[config.mk]
export PLATFORM = sky130hd
export DESIGN_NAME = rv32eu_div_step
export DESIGN_NICKNAME = d
export VERILOG_FILES = /design/src/rtl/assert_macros.svh /design/src/rtl/rv32eu_pkg.sv /design/src/rtl/rv32eu_div_step.sv
export SDC_FILE = /design/constraint.sdc
export NUM_CORES = 1
export LEC_CHECK = 0
export BUFFER_PORTS_ARGS = -buffer_cell sky130_fd_sc_hd__buf_2
export CAP_MARGIN = 20
export CORE_AREA = 2 2 184 186
export DETAILED_ROUTE_END_ITERATION = 16
export DIE_AREA = 0 0 186 188
export SLEW_MARGIN = 20
export SYNTH_ARGS = -nofsm -noshare
export SYNTH_HDL_FRONTEND = slang
export SYNTH_SLANG_ARGS = --single-unit
[constraint.sdc]
create_clock -name clk -period 1.1 [get_ports clk]
set_input_delay 0.055 -clock clk [delete_from_list [all_inputs] [get_ports clk]]
set_output_delay 0.055 -clock clk [all_outputs]
set_load 0.02 [all_outputs]
[src/rtl/assert_macros.svh]
// Assertion macros for the execute unit RTL.
`ifndef ASSERT_MACROS_SVH
`define ASSERT_MACROS_SVH
`ifndef SYNTHESIS
`define RV32EU_ASSERT(label, clk, rst_n, expr) \
	label: assert property (@(posedge clk) disable iff (!rst_n) (expr)) \
		else $error("assertion failed");
`define RV32EU_ASSERT_IMP(label, clk, rst_n, ante, cons) \
	label: assert property (@(posedge clk) disable iff (!rst_n) (ante) |-> (cons)) \
		else $error("implication failed");
`else
`define RV32EU_ASSERT(label, clk, rst_n, expr)
`define RV32EU_ASSERT_IMP(label, clk, rst_n, ante, cons)
`endif
`endif

[src/rtl/rv32eu_pkg.sv]
// Types and constants shared by the execute unit modules.
`default_nettype none
package rv32eu_pkg;
	localparam int unsigned XLEN = 32;
	localparam int unsigned DIV_STEPS = XLEN;

	localparam logic [3:0] OPC_LUI    = 4'd0;
	localparam logic [3:0] OPC_AUIPC  = 4'd1;
	localparam logic [3:0] OPC_JAL    = 4'd2;
	localparam logic [3:0] OPC_JALR   = 4'd3;
	localparam logic [3:0] OPC_BRANCH = 4'd4;
	localparam logic [3:0] OPC_LOAD   = 4'd5;
	localparam logic [3:0] OPC_STORE  = 4'd6;
	localparam logic [3:0] OPC_OPIMM  = 4'd7;
	localparam logic [3:0] OPC_OP     = 4'd8;

	localparam logic [2:0] F3_ADD  = 3'd0;
	localparam logic [2:0] F3_SLL  = 3'd1;
	localparam logic [2:0] F3_SLT  = 3'd2;
	localparam logic [2:0] F3_SLTU = 3'd3;
	localparam logic [2:0] F3_XOR  = 3'd4;
	localparam logic [2:0] F3_SR   = 3'd5;
	localparam logic [2:0] F3_OR   = 3'd6;
	localparam logic [2:0] F3_AND  = 3'd7;

	localparam logic [2:0] F3_BEQ  = 3'd0;
	localparam logic [2:0] F3_BNE  = 3'd1;
	localparam logic [2:0] F3_BLT  = 3'd4;
	localparam logic [2:0] F3_BGE  = 3'd5;
	localparam logic [2:0] F3_BLTU = 3'd6;
	localparam logic [2:0] F3_BGEU = 3'd7;

	localparam logic [2:0] F3_LB  = 3'd0;
	localparam logic [2:0] F3_LH  = 3'd1;
	localparam logic [2:0] F3_LW  = 3'd2;
	localparam logic [2:0] F3_LBU = 3'd4;
	localparam logic [2:0] F3_LHU = 3'd5;
	localparam logic [2:0] F3_SW  = 3'd2;

	localparam logic [6:0] F7_BASE   = 7'h00;
	localparam logic [6:0] F7_ALT    = 7'h20;
	localparam logic [6:0] F7_MULDIV = 7'h01;

	localparam logic [1:0] ST_OK         = 2'd0;
	localparam logic [1:0] ST_BAD_BRANCH = 2'd1;
	localparam logic [1:0] ST_BAD_STORE  = 2'd2;
	localparam logic [1:0] ST_BAD_OP     = 2'd3;

	typedef struct packed {
		logic [3:0]        opcode;
		logic [2:0]        funct3;
		logic [6:0]        funct7;
		logic signed [31:0] imm_value;
		logic [31:0]       instr_pc;
		logic [31:0]       src_a;
		logic [31:0]       src_b;
		logic [4:0]        imm_shift;
		logic              has_dest;
	} in_t;

	typedef struct packed {
		logic        wb_valid;
		logic [31:0] wb_value;
		logic        redirect_valid;
		logic [31:0] redirect_pc;
		logic [31:0] mem_addr;
		logic        mem_read;
		logic        mem_write;
		logic [1:0]  mem_size;
		logic        load_signed;
		logic [31:0] store_data;
		logic [1:0]  status;
	} out_t;

	typedef struct packed {
		logic        active;
		logic        neg;
		logic        zero;
		logic [31:0] rem;
		logic [31:0] quo;
		logic [31:0] dvs;
	} div_t;
endpackage
`default_nettype wire

[src/rtl/rv32eu_div_step.sv]
// One restoring divide step with its pipeline register and the carried result.
`default_nettype none
module rv32eu_div_step (
	input  wire logic              clk,
	input  wire logic              arst_n,
	input  wire logic              en,
	input  wire logic              valid,
	input  wire rv32eu_pkg::out_t  res,
	input  wire rv32eu_pkg::div_t  div,
	output logic                   valid_s1,
	output rv32eu_pkg::out_t       res_s1,
	output rv32eu_pkg::div_t       div_s1
);
	logic [32:0] trial;
	logic [32:0] diff;
	rv32eu_pkg::div_t nxt;

	always_comb begin
		nxt = div;
		trial = {div.rem, div.quo[31]};
		diff = trial - {1'b0, div.dvs};
		if (!diff[32]) begin
			nxt.rem = diff[31:0];
			nxt.quo = {div.quo[30:0], 1'b1};
		end else begin
			nxt.rem = trial[31:0];
			nxt.quo = {div.quo[30:0], 1'b0};
		end
	end

	always_ff @(posedge clk or negedge arst_n) begin
		if (!arst_n) begin
			valid_s1 <= 1'b0;
		end else if (en) begin
			valid_s1 <= valid;
		end
	end

	always_ff @(posedge clk) begin
		if (en) begin
			res_s1 <= res;
			div_s1 <= nxt;
		end
	end
endmodule
`default_nettype wire

# Word-level counts from Yosys, hierarchy flattened

Index checks and enable logic that the tools add are counted.

Shift operators: 0
$mul: 0
Magnitude comparators: 0
$add $sub $neg: 1
Reduce and logical (&&, ||, !) cells: 0
Multiplexer cells: 1
Eq/ne operators: 0
Bitwise logic cells: 0
Div/mod/pow operators: 0

Operators by type and width:

| cell                                           | number |
|---|---|
| 64-bit 2-to-1 mux                              | 1 |
| 33-bit by 32-bit subtractor with 33-bit output | 1 |

Memories: 0
Bits in latches: 0
Bits in registers: 237
Word-level logic and storage cells: 20
Output and inout bits: 237
Bits in writable memories: 0
Bits of input ports: 240
Bits in read-only memories: 0

# Logic depth before layout (Yosys ltp)

Word-level depth: 2
Mapped depth: 13
Depth with buffers taken out: 12

# Worst setup path before layout

OpenSTA, ideal clock, no wires.

Kind: input to register
Start point: input port div[16] (netlist name)
End point: register div_s1[67] (netlist name) (data pin)
Setup slack: -1487 ps
Data required time: 840 ps
Stages: 12
Data arrival time: 2326 ps
Path buffers: 2
Setup time: 260 ps
Cells stage by stage: inv_1 -> ha_1 -> buf_6 -> a21oi_4 -> o211ai_1 -> a221o_1 -> a211o_1 -> o21a_1 -> o211ai_4 -> inv_2 -> buf_6 -> mux2_4

RTL lines:

| element                | RTL line              | source |
|---|---|---|
| start: declaration     | rv32eu_div_step.sv:9  | `input wire rv32eu_pkg::div_t div,` |
| end signal: assignment | rv32eu_div_step.sv:42 | `div_s1 <= nxt;` |
| end: declaration       | rv32eu_div_step.sv:12 | `output rv32eu_pkg::div_t div_s1` |

==> metrics.sh <==
OUTCOME='finished, violations left'
VIOLATIONS='negative setup slack'
SETUP.REG_TO_REG.WORST_SLACK_NS=0.34
FIRST_GLOBAL_VIAS=9109
GRT.TOTAL_USAGE=0.2131
TRITONCTS_CLOCK_TREE='yes'
YS_TYPES=51
NUMBER_OF_ENABLE_FLIP_FLOP_CELLS_AFTER_SYNTHESIS=236
FP.DIEW_UM=186
DETAILED_ROUTER_S_FIRST_ITERATION_VIOLATION_COUNT=490
REGTOREGSTARTPOINT='valid_s1$_DFFE_PN0P_'
CTS_ROOT_BUF='clkbuf_16'
CLKSINKCOUNT=237
YS.FLOP_TYPE='edfxtp_1'
LAYOUT_MIN_CYCLE_TIME_NS=2.092
FLOORPLAN.IO_PINS=477
TOTAL_VIA_COUNT_AFTER_DETAILED_ROUTING=8916
ROUTE.DETAILED.DRC=0
DR.PASS1.ITERS=5
TIMING.FINAL.SETUP_VIOLATIONS=256
WORST_IR_DROP_VDD_V=0.0009945
MAX_SLEW.WORST_PIN.SLEW_NS=0.4461
GRT_SETUP_UNREPAIRED='yes'
MAXCLOCKFREQUENCY_MHz=478.0
HOLD_PATH_DEPTH=5
DRT_WL_TOTAL_MM=41.76
FINAL.HOLD.WORST_SLACK_NS=0.1228
FINAL.PERIOD_UTILIZATION=1.902
TOTAL_COUNT_OF_HOLD_CHECK_FAILURES_IN_THE_FINAL_REPORT=0
DRIVE_ABOVE_1_SHARE=0.4910
COREAREA_MM2=0.03311
POST_DRT_VIA_CELL_RATIO=4.544
POST-DP-HPWL_MM=27.13
GRT_FIRST_PASS_WIRELENGTH_MM=55.06
POSTLAYOUTCOREUTIL=0.5673
ANTENNA_VIOLATIONS_BEFORE_REPAIR=10
YS_SEQ_ELEMENTS=237
ROUTABILITYCONGESTION=0.9256
CTS.CLK_SLEW.WORST_PATHS_NS=0.07
MIN_FROM='div[93]'
FP.DIEAREA_MM2=0.03497
CLOCK_TREE.HTREE_LEVEL_COUNT=1
GRT_MAX_DEGREE=51
PLACED_CELLS_INCL_TAPS=1650
FINAL_ANTENNA_NET_COUNT=0
TIMING.CRITICAL_PATH.ARRIVAL_NS=2.37
KIND_OF_START_POINT_OF_THE_CRITICAL_PATH='primary input'
TRITONCTS.NUM_BUFFERS=27
REQUIRED_NS=1.38
FINAL-INSTANCE-COUNT-EXCL-FILL=1962
LAYOUT.FILLER_CELLS=2588
CLOCKBUFFERDEPTH=3
MEAN_INSTANCE_SIZE_IN_THE_SYNTHESIZED_NETLIST_UM2=16.01
SYN2LAYOUT_AREA_GROWTH_PCT=96.15
SYNTHESIS.YOSYS.WARNINGS=0
ASYNCSETRESETFLOPFRACSYNTH=0.004219
POST_SYNTH_INST_COUNT=598
SETUP.WORST_PATH.CLASS='in2reg'
POST-ROUTE-WORST-SETUP-SLACK_NS=-0.9921
POWER.DENSITY_CELL_AREA_mW_PER_MM2=1480
POST_SYNTH_INSTANCE_AREA_MM2=0.009577
ENDPOINT_KIND='register'
TIMING.CRITICAL_PATH.FANOUT_MAX=7
POST_SYN_NETS=871
TIMING.FINAL.MAX_SLEW_VIOLATIONS=0
P_LEAK_uW=0.008192
CRITICAL_PATH.REG2REG.ENDPOINT='valid_s1$_DFFE_PN0P_'
PLACEMENTROWS=67
HP-CLASS='in2reg'
YOSYSSEQAREASHARE=0.7426
LAYOUT.CELLS.MOST_COMMON_LIST='259 x buf_2, 240 x dlygate4sd3_1, 236 x edfxtp_1, 218 x buf_6, 141 x buf_4'
GRT-OVFL-TOTAL=0
DRT-WIRELENGTH-PER-CELL_UM=21.28
NNETSFINAL=1758
MOSTFREQUENTLAYOUTCELL='buf_2'
MAX-SLEW-MARGIN-REL=0.7026
DIE_HEIGHT_UM=188
TIMING.CLOCK.SKEW_NS=0
PLACEMENT.IO_BUFFERS=476
HOLD_END='div_s1[94]$_DFFE_PP_'
CAP_VIOLATIONS=0
INITIAL_UTILIZATION=0.2892
TIMING.REG2REG.WORST_PATH_DEPTH=1
CLK_LATENCY_NS=0.55
OVERALL_POWER_AFTER_LAYOUT_uW=27800
## cell type report
class / instances / area [µm²] / share of cell area
Inverter: 42 / 172.7 / 0.009192
Multi-Input combinational cell: 304 / 2529 / 0.1346
Timing Repair Buffer: 873 / 7487 / 0.3986
Antenna cell: 9 / 22.52 / 0.001199
Tap cell: 448 / 560.5 / 0.02984
Sequential cell: 237 / 7112 / 0.3786
Clock buffer: 30 / 686.9 / 0.03657
Clock inverter: 19 / 214.0 / 0.01139
## metrics by stage
step / TNS, ns / worst slack, ns / cell area (µm²)
3_3_place_gp: -51.19 / -1.647 / 13690
2_1_floorplan: -41.27 / -1.342 / 9697
6_report: -38.56 / -0.9921 / 18780
3_5_place_dp: -52.94 / -1.706 / 13690
4_1_cts: -40.76 / -0.9349 / 18230
5_1_grt: -49.82 / -1.063 / 18780
## where the power goes
group	total [µW]	switching [µW]	internal [µW]	leakage, µW
logic	7070	3360	3710	0.00544
clock network	9360	3900	5460	0.000434
registers	11400	451	10900	0.00232
total	27800	7710	20100	0.00819
## synth_stat cells, types with 2 or more instances
library cell,number,share of area
a211oi_1,4,0.0031
a21boi_0,2,0.0016
a21o_1,15,0.012
a21oi_1,34,0.018
a31oi_1,2,0.0013
and2_1,3,0.0020
and3_1,6,0.0039
and4_1,2,0.0018
buf_6,3,0.0035
clkbuf_1,11,0.0043
edfxtp_1,236,0.74
ha_1,32,0.042
inv_1,41,0.016
mux2_4,18,0.028
nand2_1,44,0.017
nand2b_1,5,0.0033
nand3_1,11,0.0057
nand4_1,7,0.0046
nor2_1,16,0.0063
nor2b_1,5,0.0033
nor3_1,4,0.0021
o2111ai_1,2,0.0018
o211ai_1,8,0.0063
o21a_1,6,0.0047
o21ai_0,24,0.013
o21bai_1,5,0.0039
o31ai_1,5,0.0039
o41ai_1,2,0.0018
xnor2_1,14,0.013
xor2_1,10,0.0091
## flip-flops by register name (all words and copies together), names as in the netlist
| name | cells |
|---|---|
| valid_s1 | 1 |
| div_s1 | 99 |
| res_s1 | 137 |
## metal layers
metal  vias up  share of wire  track usage
li1       4065              -            -
met1      4340           0.38       0.2505
met2       402           0.49       0.3679
met3       107          0.085      0.05613
met4         2          0.049      0.08540
met5         -        0.00022            0
## worst max-delay path by stage
stage,start,to
detailed placement,div[63],div_s1[80]$_DFFE_PP_
finish,div[29],div_s1[86]$_DFFE_PP_
floorplan,div[79],div_s1[67]$_DFFE_PP_
global route,div[16],div_s1[89]$_DFFE_PP_
global placement,div[63],div_s1[83]$_DFFE_PP_
CTS,div[79],div_s1[81]$_DFFE_PP_
## logic make-up after synthesis
kind of cell | Yosys count | synth area share
flops | 237 | 0.7426
compound gates | 120 | 0.08323
simple gates | 108 | 0.05409
buf+inv | 57 | 0.02482
fa+ha+maj | 33 | 0.04390
xor+xnor | 24 | 0.02195
mux | 19 | 0.02940
## critical path, cell delays in order
cell	delay [ns]
buf_2	0.10
inv_2	0.06
ha_1	0.32
a21oi_2	0.15
buf_4	0.14
o21bai_1	0.06
a21o_1	0.22
or3_4	0.39
o211ai_4	0.23
inv_4	0.07
buf_12	0.13
buf_12	0.14
mux2_4	0.29
## repair_timing
| action | 4_1_cts | 5_1_grt |
|---|---|---|
| pin swaps | 26 | 14 |
| hold buffers | 237 | 3 |
| gates cloned | 1 | 0 |
| setup buffers | 12 | 3 |
| endpoints found under the setup margin | 270 | 270 |
| endpoints found under the hold margin | 247 | 2 |
| resized for setup | 327 | 163 |
No activity file was read; power rests on OpenSTA's default activity.
