File: config.mk
export PLATFORM = sky130hd
export DESIGN_NAME = rv32eu_alu
export DESIGN_NICKNAME = d
export VERILOG_FILES = /design/src/rtl/assert_macros.svh /design/src/rtl/rv32eu_pkg.sv /design/src/rtl/rv32eu_alu.sv
export SDC_FILE = /design/constraint.sdc
export NUM_CORES = 2
export LEC_CHECK = 0
export BUFFER_PORTS_ARGS = -buffer_cell sky130_fd_sc_hd__buf_4
export CORE_MARGIN = 5
export CORE_UTILIZATION = 35
export DETAILED_ROUTE_END_ITERATION = 12
export HOLD_SLACK_MARGIN = 0.15
export PLACE_DENSITY_LB_ADDON = 0.08
export RECOVER_POWER = 50
export SETUP_SLACK_MARGIN = 0.1
export SLEW_MARGIN = 30
export SYNTH_ARGS = -nofsm -noshare
export SYNTH_HDL_FRONTEND = slang
export SYNTH_SLANG_ARGS = --single-unit
File: constraint.sdc
create_clock -name clk -period 0.8 [get_ports clk]
set_clock_uncertainty 0.1 [all_clocks]
set_input_delay 0.16 -clock clk [delete_from_list [all_inputs] [get_ports clk]]
set_output_delay 0.16 -clock clk [all_outputs]
set_load 0.02 [all_outputs]
File: src/rtl/assert_macros.svh
// Assertion macros for the execute unit RTL.
`ifndef ASSERT_MACROS_SVH
`define ASSERT_MACROS_SVH
`ifndef SYNTHESIS
`define RV32EU_ASSERT(label, clk, rst_n, expr) \
	label: assert property (@(posedge clk) disable iff (!rst_n) (expr)) \
		else $error("assertion failed");
`define RV32EU_ASSERT_IMP(label, clk, rst_n, ante, cons) \
	label: assert property (@(posedge clk) disable iff (!rst_n) (ante) |-> (cons)) \
		else $error("implication failed");
`else
`define RV32EU_ASSERT(label, clk, rst_n, expr)
`define RV32EU_ASSERT_IMP(label, clk, rst_n, ante, cons)
`endif
`endif

File: src/rtl/rv32eu_pkg.sv
// Types and constants shared by the execute unit modules.
`default_nettype none
package rv32eu_pkg;
	localparam int unsigned XLEN = 32;
	localparam int unsigned DIV_STEPS = XLEN;

	localparam logic [3:0] OPC_LUI    = 4'd0;
	localparam logic [3:0] OPC_AUIPC  = 4'd1;
	localparam logic [3:0] OPC_JAL    = 4'd2;
	localparam logic [3:0] OPC_JALR   = 4'd3;
	localparam logic [3:0] OPC_BRANCH = 4'd4;
	localparam logic [3:0] OPC_LOAD   = 4'd5;
	localparam logic [3:0] OPC_STORE  = 4'd6;
	localparam logic [3:0] OPC_OPIMM  = 4'd7;
	localparam logic [3:0] OPC_OP     = 4'd8;

	localparam logic [2:0] F3_ADD  = 3'd0;
	localparam logic [2:0] F3_SLL  = 3'd1;
	localparam logic [2:0] F3_SLT  = 3'd2;
	localparam logic [2:0] F3_SLTU = 3'd3;
	localparam logic [2:0] F3_XOR  = 3'd4;
	localparam logic [2:0] F3_SR   = 3'd5;
	localparam logic [2:0] F3_OR   = 3'd6;
	localparam logic [2:0] F3_AND  = 3'd7;

	localparam logic [2:0] F3_BEQ  = 3'd0;
	localparam logic [2:0] F3_BNE  = 3'd1;
	localparam logic [2:0] F3_BLT  = 3'd4;
	localparam logic [2:0] F3_BGE  = 3'd5;
	localparam logic [2:0] F3_BLTU = 3'd6;
	localparam logic [2:0] F3_BGEU = 3'd7;

	localparam logic [2:0] F3_LB  = 3'd0;
	localparam logic [2:0] F3_LH  = 3'd1;
	localparam logic [2:0] F3_LW  = 3'd2;
	localparam logic [2:0] F3_LBU = 3'd4;
	localparam logic [2:0] F3_LHU = 3'd5;
	localparam logic [2:0] F3_SW  = 3'd2;

	localparam logic [6:0] F7_BASE   = 7'h00;
	localparam logic [6:0] F7_ALT    = 7'h20;
	localparam logic [6:0] F7_MULDIV = 7'h01;

	localparam logic [1:0] ST_OK         = 2'd0;
	localparam logic [1:0] ST_BAD_BRANCH = 2'd1;
	localparam logic [1:0] ST_BAD_STORE  = 2'd2;
	localparam logic [1:0] ST_BAD_OP     = 2'd3;

	typedef struct packed {
		logic [3:0]        opcode;
		logic [2:0]        funct3;
		logic [6:0]        funct7;
		logic signed [31:0] imm_value;
		logic [31:0]       instr_pc;
		logic [31:0]       src_a;
		logic [31:0]       src_b;
		logic [4:0]        imm_shift;
		logic              has_dest;
	} in_t;

	typedef struct packed {
		logic        wb_valid;
		logic [31:0] wb_value;
		logic        redirect_valid;
		logic [31:0] redirect_pc;
		logic [31:0] mem_addr;
		logic        mem_read;
		logic        mem_write;
		logic [1:0]  mem_size;
		logic        load_signed;
		logic [31:0] store_data;
		logic [1:0]  status;
	} out_t;

	typedef struct packed {
		logic        active;
		logic        neg;
		logic        zero;
		logic [31:0] rem;
		logic [31:0] quo;
		logic [31:0] dvs;
	} div_t;
endpackage
`default_nettype wire

File: src/rtl/rv32eu_alu.sv
// First stage: decode, integer ALU, branch, address, multiply and divide setup.
`default_nettype none
module rv32eu_alu (
	input  wire logic              clk,
	input  wire logic              arst_n,
	input  wire logic              en,
	input  wire logic              valid,
	input  wire rv32eu_pkg::in_t   data,
	output logic                   valid_s1,
	output rv32eu_pkg::out_t       res_s1,
	output rv32eu_pkg::div_t       div_s1
);
	rv32eu_pkg::out_t r;
	rv32eu_pkg::div_t d;
	logic [31:0] a, b, imm, pc, sum_ai, pc_imm, pc4;
	logic        take, lt_ab, ltu_ab;

	always_comb begin
		a = data.src_a;
		b = data.src_b;
		imm = data.imm_value;
		pc = data.instr_pc;
		sum_ai = a + imm;
		pc_imm = pc + imm;
		pc4 = pc + 32'd4;
		lt_ab = $signed(a) < $signed(b);
		ltu_ab = a < b;
		take = 1'b0;
		r = '0;
		d = '0;
		d.neg = a[31] ^ b[31];
		d.zero = (b == 32'd0);
		d.quo = a[31] ? (32'd0 - a) : a;
		d.dvs = b[31] ? (32'd0 - b) : b;
		case (data.opcode)
			rv32eu_pkg::OPC_LUI: begin
				r.wb_valid = data.has_dest;
				r.wb_value = imm;
			end
			rv32eu_pkg::OPC_AUIPC: begin
				r.wb_valid = data.has_dest;
				r.wb_value = pc_imm;
			end
			rv32eu_pkg::OPC_JAL: begin
				r.wb_valid = data.has_dest;
				r.wb_value = pc4;
				r.redirect_valid = 1'b1;
				r.redirect_pc = pc_imm;
			end
			rv32eu_pkg::OPC_JALR: begin
				r.wb_valid = data.has_dest;
				r.wb_value = pc4;
				r.redirect_valid = 1'b1;
				r.redirect_pc = {sum_ai[31:1], 1'b0};
			end
			rv32eu_pkg::OPC_BRANCH: begin
				case (data.funct3)
					rv32eu_pkg::F3_BEQ:  take = (a == b);
					rv32eu_pkg::F3_BNE:  take = (a != b);
					rv32eu_pkg::F3_BLT:  take = lt_ab;
					rv32eu_pkg::F3_BGE:  take = !lt_ab;
					rv32eu_pkg::F3_BLTU: take = ltu_ab;
					rv32eu_pkg::F3_BGEU: take = !ltu_ab;
					default: r.status = rv32eu_pkg::ST_BAD_BRANCH;
				endcase
				if (r.status == rv32eu_pkg::ST_OK) begin
					r.redirect_valid = 1'b1;
					r.redirect_pc = take ? pc_imm : pc4;
				end
			end
			rv32eu_pkg::OPC_LOAD: begin
				r.mem_addr = sum_ai;
				r.wb_valid = data.has_dest;
				case (data.funct3)
					rv32eu_pkg::F3_LB, rv32eu_pkg::F3_LH, rv32eu_pkg::F3_LW,
					rv32eu_pkg::F3_LBU, rv32eu_pkg::F3_LHU: begin
						r.mem_read = 1'b1;
						r.mem_size = data.funct3[1:0];
						r.load_signed = (data.funct3 <= rv32eu_pkg::F3_LH);
					end
					default: r.mem_read = 1'b0;
				endcase
			end
			rv32eu_pkg::OPC_STORE: begin
				r.mem_addr = sum_ai;
				if (data.funct3 <= rv32eu_pkg::F3_SW) begin
					r.mem_write = 1'b1;
					r.mem_size = data.funct3[1:0];
					r.store_data = b;
				end else begin
					r.status = rv32eu_pkg::ST_BAD_STORE;
				end
			end
			rv32eu_pkg::OPC_OPIMM: begin
				r.wb_valid = data.has_dest;
				case (data.funct3)
					rv32eu_pkg::F3_ADD:  r.wb_value = sum_ai;
					rv32eu_pkg::F3_SLL:  r.wb_value = a << data.imm_shift;
					rv32eu_pkg::F3_SLT:  r.wb_value = {31'd0, $signed(a) < $signed(imm)};
					rv32eu_pkg::F3_SLTU: r.wb_value = {31'd0, a < imm};
					rv32eu_pkg::F3_XOR:  r.wb_value = a ^ imm;
					rv32eu_pkg::F3_SR:
						r.wb_value = (data.funct7 == rv32eu_pkg::F7_ALT) ?
							32'($signed(a) >>> data.imm_shift) : (a >> data.imm_shift);
					rv32eu_pkg::F3_OR:   r.wb_value = a | imm;
					default:             r.wb_value = a & imm;
				endcase
			end
			rv32eu_pkg::OPC_OP: begin
				r.wb_valid = data.has_dest;
				case (data.funct3)
					rv32eu_pkg::F3_ADD: begin
						if (data.funct7 == rv32eu_pkg::F7_BASE) begin
							r.wb_value = a + b;
						end else if (data.funct7 == rv32eu_pkg::F7_ALT) begin
							r.wb_value = a - b;
						end else if (data.funct7 == rv32eu_pkg::F7_MULDIV) begin
							r.wb_value = a * b;
						end else begin
							r.wb_valid = 1'b0;
							r.status = rv32eu_pkg::ST_BAD_OP;
						end
					end
					rv32eu_pkg::F3_SLL:  r.wb_value = a << b[4:0];
					rv32eu_pkg::F3_SLT:  r.wb_value = {31'd0, lt_ab};
					rv32eu_pkg::F3_SLTU: r.wb_value = {31'd0, ltu_ab};
					rv32eu_pkg::F3_XOR: begin
						if (data.funct7 == rv32eu_pkg::F7_MULDIV) begin
							d.active = 1'b1;
						end else begin
							r.wb_value = a ^ b;
						end
					end
					rv32eu_pkg::F3_SR:
						r.wb_value = (data.funct7 == rv32eu_pkg::F7_ALT) ?
							32'($signed(a) >>> b[4:0]) : (a >> b[4:0]);
					rv32eu_pkg::F3_OR:   r.wb_value = a | b;
					default:             r.wb_value = a & b;
				endcase
			end
			default: r.status = rv32eu_pkg::ST_BAD_OP;
		endcase
		if (!r.wb_valid) begin
			r.wb_value = '0;
			d.active = 1'b0;
		end
	end

	always_ff @(posedge clk or negedge arst_n) begin
		if (!arst_n) begin
			valid_s1 <= 1'b0;
		end else if (en) begin
			valid_s1 <= valid;
		end
	end

	always_ff @(posedge clk) begin
		if (en) begin
			res_s1 <= r;
			div_s1 <= d;
		end
	end
endmodule
`default_nettype wire

# Yosys cells after proc, flatten, opt, wreduce, memory -nomap -nowiden
# Cells that the tools add are included.
# totals
output_inout_bits	237
word_cells	114
input_bits	152
register_bits	205
# classes
n_mux	34
addsub	7
shifts	6
n_eq_ne	19
bitwise	7
n_reduce_logical	15
mul	1
order_cmp	6
# op_table
cell	n
case mux 32 bit (7 select lines)	2
two-way mux 32 bit	7
case mux 32 bit (5 select lines)	1
less-than comparator 32 bit	4
case mux 33 bit (3 select lines)	1
adder 32 bit	3
bitwise AND 32 bit	2
bitwise OR 32 bit	2
left shift 32 x 5 -> 32 bit	2
>> shifter 32 x 5 -> 32 bit	2
>>> shifter 32 x 5 -> 32 bit	2
subtractor 1 x 32 -> 32 bit, first input constant	2
bitwise XOR 32 bit	2
two-way mux 31 bit	2
two-way mux 33 bit	1
adder 32 x 3 -> 32 bit, second input constant	1
== test 32 bit	1
zero test 32 bit	1
multiplier 32 x 32 -> 32 bit	1
inequality test 32 bit	1
subtractor 32 bit	1
== test 4 x 3 -> 1 bit, second input constant	4
== test 3 bit, second input constant	4
two-way mux 2 bit	6
26 further kinds	40

# Logic depth before layout (Yosys ltp)
# logic_depth
word_depth	7
mapped_depth	32

# Least setup slack after synthesis
# Ideal clock, no wire load.
# synth_timing
path_type	in2reg
from	in data[8] in the netlist's numbering
to	reg res_s1[135] in the netlist's numbering (data pin)
cell_stages	30
required_ns	0.425
setup_slack_ns	-7.553
arrival_ns	7.978
cell_sequence	inv_1 > clkbuf_1 > buf_1 > clkbuf_1 > clkbuf_1 > buf_1 > nor2_1 > fa_1 > inv_1 > fa_1 > fa_1 > fa_1 > inv_1 > fa_1 > inv_1 > fa_1 > inv_1 > fa_1 > fa_1 > ha_1 > a21oi_1 > o22ai_1 > a221o_1 > nor3_1 > a21oi_1 > o21a_1 > o211ai_1 > nand3_1 > a31oi_1 > o221ai_1
# synth_between
elab_chain_cells	6
elab_cells_between_ends	12
classes_between	2 x add/sub; 1 x mul; 3 x shift; 6 x mux
# synth_rtl
item	line_no	rtl
start, declared	rv32eu_alu.sv:8	input wire rv32eu_pkg::in_t data,
multiplier 32 x 32 -> 32 bit	rv32eu_alu.sv:118	r.wb_value = a * b;
two-way mux 32 bit	rv32eu_alu.sv:117	end else if (data.funct7 == rv32eu_pkg::F7_MULDIV) begin
two-way mux 32 bit	rv32eu_alu.sv:115	end else if (data.funct7 == rv32eu_pkg::F7_ALT) begin
two-way mux 32 bit	rv32eu_alu.sv:113	if (data.funct7 == rv32eu_pkg::F7_BASE) begin
case mux 32 bit (7 select lines) (*)	rv32eu_alu.sv:111	case (data.funct3)
case mux 32 bit (5 select lines) (*)	rv32eu_alu.sv:35	case (data.opcode)
end signal, assigned	rv32eu_alu.sv:159	res_s1 <= r;
end, declared	rv32eu_alu.sv:10	output rv32eu_pkg::out_t res_s1,
# Mark *: on every way between the ends. The rest lies on a longest branch, timed or not.
# A chain may end at the register's enable or synchronous reset.

# Worst setup path after layout
# layout_timing
from	in data[56] in the netlist's numbering
to	reg res_s1[133] in the netlist's numbering (data pin)
# layout_between
elab_chain_cells	6
elab_cells_between_ends	18
classes_between	3 x add/sub; 1 x mul; 6 x shift; 8 x mux
# layout_rtl
item	line_no
multiplier 32 x 32 -> 32 bit	rv32eu_alu.sv:118
two-way mux 32 bit	rv32eu_alu.sv:117
two-way mux 32 bit	rv32eu_alu.sv:115
two-way mux 32 bit	rv32eu_alu.sv:113
case mux 32 bit (7 select lines)	rv32eu_alu.sv:111
case mux 32 bit (5 select lines) (*)	rv32eu_alu.sv:35
# Marked as above.

==> impl_metrics.py <==
metrics = {
    "die": {
        "die_w_um": 362.1,
        "ios": 389,
        "fp.dieH_um": 362.1,
        "die_area_um2": 131100,
        "coreArea_um2": 123500,
        "initial_utilization_pct": 35.15,
        "rows": 129,
    },
    "power_and_ir_drop": {
        "power.density_nw_per_um2": 3198,
        "power_leakage_nw": 30.26,
        "ir_worst_vdd_mv": 5.843,
    },
    "global_routing": {
        "grt_max_degree": 62,
        "grt_overflow": 0,
        "grt_use_total_pct": 41.68,
        "grt_pass1_wl_um": 387200,
        "grt_antenna_before_repair": 21,
        "grt_pass1_vias": 49310,
    },
    "synthesis": {
        "synthMuxAreaShare_pct": 9.500,
        "postSynthCellCount": 5177,
        "synth_flop_cell": "edfxtp_1",
        "yosys-top-cells-area": "fa_1 (19%), edfxtp_1 (14%), ha_1 (10%)",
        "ys_warn_count": 0,
        "synthTopCellsByCount": "nor2_1 (664), inv_1 (521), nand2_1 (417)",
        "synth.avg_cell_area_um2": 8.382,
        "synth-xor-area-share_pct": 5.187,
        "syn-cell-area_um2": 43400,
        "ys_types": 87,
        "synth_compound_area_share_pct": 18.43,
        "yosysMostFrequentCell": "nor2_1",
        "synth-adder-area-share_pct": 29.10,
        "synth_top_cell_by_area": "fa_1",
        "yosysSeqAreaShare_pct": 14.17,
        "synth-seq-cells": 205,
        "synth-simple-area-share_pct": 14.97,
        "synth-edff-count": 204,
        "synth_top_family_by_area": "adder cells",
        "synth_top_area_share_pct": 19.01,
        "async_reset_ff_share_pct": 0.4878,
    },
    "run": {
        "max_cap_viol_count": 0,
    },
    "timing": {
        "worst_slew_pin_slew_ns": 0.9764,
        "post-route-period-util_pct": 827.0,
        "finalSetupViolations": 564,
        "final.min_clock_period_ns": 6.616,
        "slew_headroom_pct": 34.06,
        "rsz0062_at_grt": "true",
        "fmax_mhz": 151.1,
        "hold_violations": 28,
        "fin_ws_ns": -5.816,
        "whs_ns": -0.1271,
        "drv_slew": 0,
    },
    "clock_tree": {
        "clockRootBuffer": "clkbuf_16",
        "htreeDepth": 1,
        "cts_inserted_buffers": 27,
        "worstSkewPairLatency_ns": 0.65,
        "tritoncts": "yes",
        "path_clk_slew_ns": 0.06,
        "cts_sinks": 205,
        "cts_hold_buf": 4,
        "clock_path_buffers": 3,
    },
    "detailed_routing": {
        "drcViolationCount": 0,
        "drt-initial-drc-count": 5746,
        "wl_um": 283100,
        "vias": 50230,
        "wl_per_cell_um": 32.65,
        "firstDrtPassIters": 8,
        "ant_nets": 0,
        "via_per_inst": 5.792,
    },
    "place": {
        "dp.cells": 8528,
        "gp_congestion": 1.099,
        "port_buffers": 356,
        "dp_hpwl_um": 238500,
    },
    "worst_setup_path": {
        "start_kind": "input pin",
        "crit_top_cell": "fa_1",
        "timing.rr.start": "valid_s1",
        "arrival_ns": 6.90,
        "worstPathMaxFanout": 5,
        "crit_path_max_incr_delay_ns": 0.56,
        "critical_path.slowest_cell": "fa_1",
        "r2r-end": "valid_s1",
        "end_kind": "flip-flop",
        "cp-startpoint": "data[56]",
        "reg2reg_depth": 1,
        "worstPathRequired_ns": 1.08,
        "endpoint": "res_s1[133]",
        "r2r_slack_ns": -0.07,
        "worstSetupPathType": "in2reg",
    },
    "layout": {
        "seqCellArea_um2": 6152,
        "num-nets-final": 7916,
        "stdcell_count": 8673,
        "drive_gt1_share_pct": 41.00,
        "n_fill_cell": 11730,
        "multi_input_area_um2": 36690,
        "area_growth_pct": 52.83,
    },
    "run_status": {
        "violations": "hold timing, setup timing",
        "status": "finished, violations left",
    },
    "worst_hold_path": {
        "worstHoldPathType": "in2reg",
    },
}
repair_timing:
action,CTS,global route
gates resized for setup,426,272
setup buffers,41,34
endpoints found under the setup margin,407,408
hold endpoints to repair,310,288
pin swaps,179,145
gates cloned,7,2
layer usage:
metal | share of wire [%] | GRT usage, %
met5 | 0.0088 | 0
met1 | 41 | 58.61
met3 | 13 | 11.73
met2 | 40 | 58.93
met4 | 6.0 | 19.64
power by group:
group	internal [mW]	total (mW)	switching (mW)
Sequential	12.8	13.2	0.375
Combinational	88.0	185	97.5
Clock	7.48	13.4	5.93
cell families (layout without fill, tap and decap cells):
kind of cell,count (synthesis),in the layout
simple gates,1478,1478
flops,205,205
mux,288,288
xor+xnor,257,257
other cells,1,48
compound gates,1235,1235
buf+inv,951,2763
fa+ha+maj,762,762
how the worst min path moves through the flow:
stage	start	end	slack (ns)	cells after the start
after floorplan	arst_n	valid_s1	-0.24	0
after global placement	arst_n	valid_s1	-0.16	1
after detailed placement	arst_n	valid_s1	-0.16	1
after CTS	en	res_s1[105]	-0.18	2
after global routing	data[20]	div_s1[14]	-0.13	3
final	data[20]	div_s1[14]	-0.13	3
cell usage in the layout, fill, tap and decap left out, types with 50 or more instances in the layout:
cell	instances
buf_4	1937
nor2_1	602
inv_1	468
nand2_1	394
fa_1	381
a21oi_1	305
ha_1	274
o21ai_0	207
edfxtp_1	204
xnor2_1	189
mux2i_1	148
buf_6	96
mux4_2	95
buf_12	95
and2_1	73
a211oi_1	72
ha_4	68
a21o_1	57
nor3_1	53
o211ai_1	50
area by class of cell:
type | count | area share [%]
Timing Repair Buffer | 2171 | 27.44
Timing Repair inverter | 2 | 0.03773
Antenna cell | 16 | 0.06037
Tap cell | 1637 | 3.088
Multi-Input combinational cell | 4052 | 55.32
Clock buffer | 27 | 1.019
Inverter | 543 | 3.396
Clock inverter | 20 | 0.3547
Sequential cell | 205 | 9.276
stage by stage:
step	total power, mW	setup TNS, ns	utilization, %	instance area [um^2]	worst slack (ns)
5_1_grt	218.3	-573.13	53.70	66300	-6.045
6_report	212.1	-558.69	53.71	66320	-5.816
3_5_place_dp	164.5	-631.35	49.84	61540	-7.102
3_3_place_gp	164.6	-629.40	49.84	61540	-7.078
2_1_floorplan	105.5	-392.82	-	45950	-6.331
4_1_cts	197.5	-525.14	52.53	64860	-5.750
state kept, by name (all words and copies together) (netlist names):
| register | cells |
|---|---|
| valid_s1 | 1 |
| div_s1 | 67 |
| res_s1 | 137 |
worst max-delay path: cells and delay by family:
family          cells  cell delay [ns]
fa+ha+maj           9             4.25
buf+inv             9             1.03
compound gates      5             0.86
simple gates        4             0.45
xor+xnor            1             0.13
(Power assumes the default switching activity.)
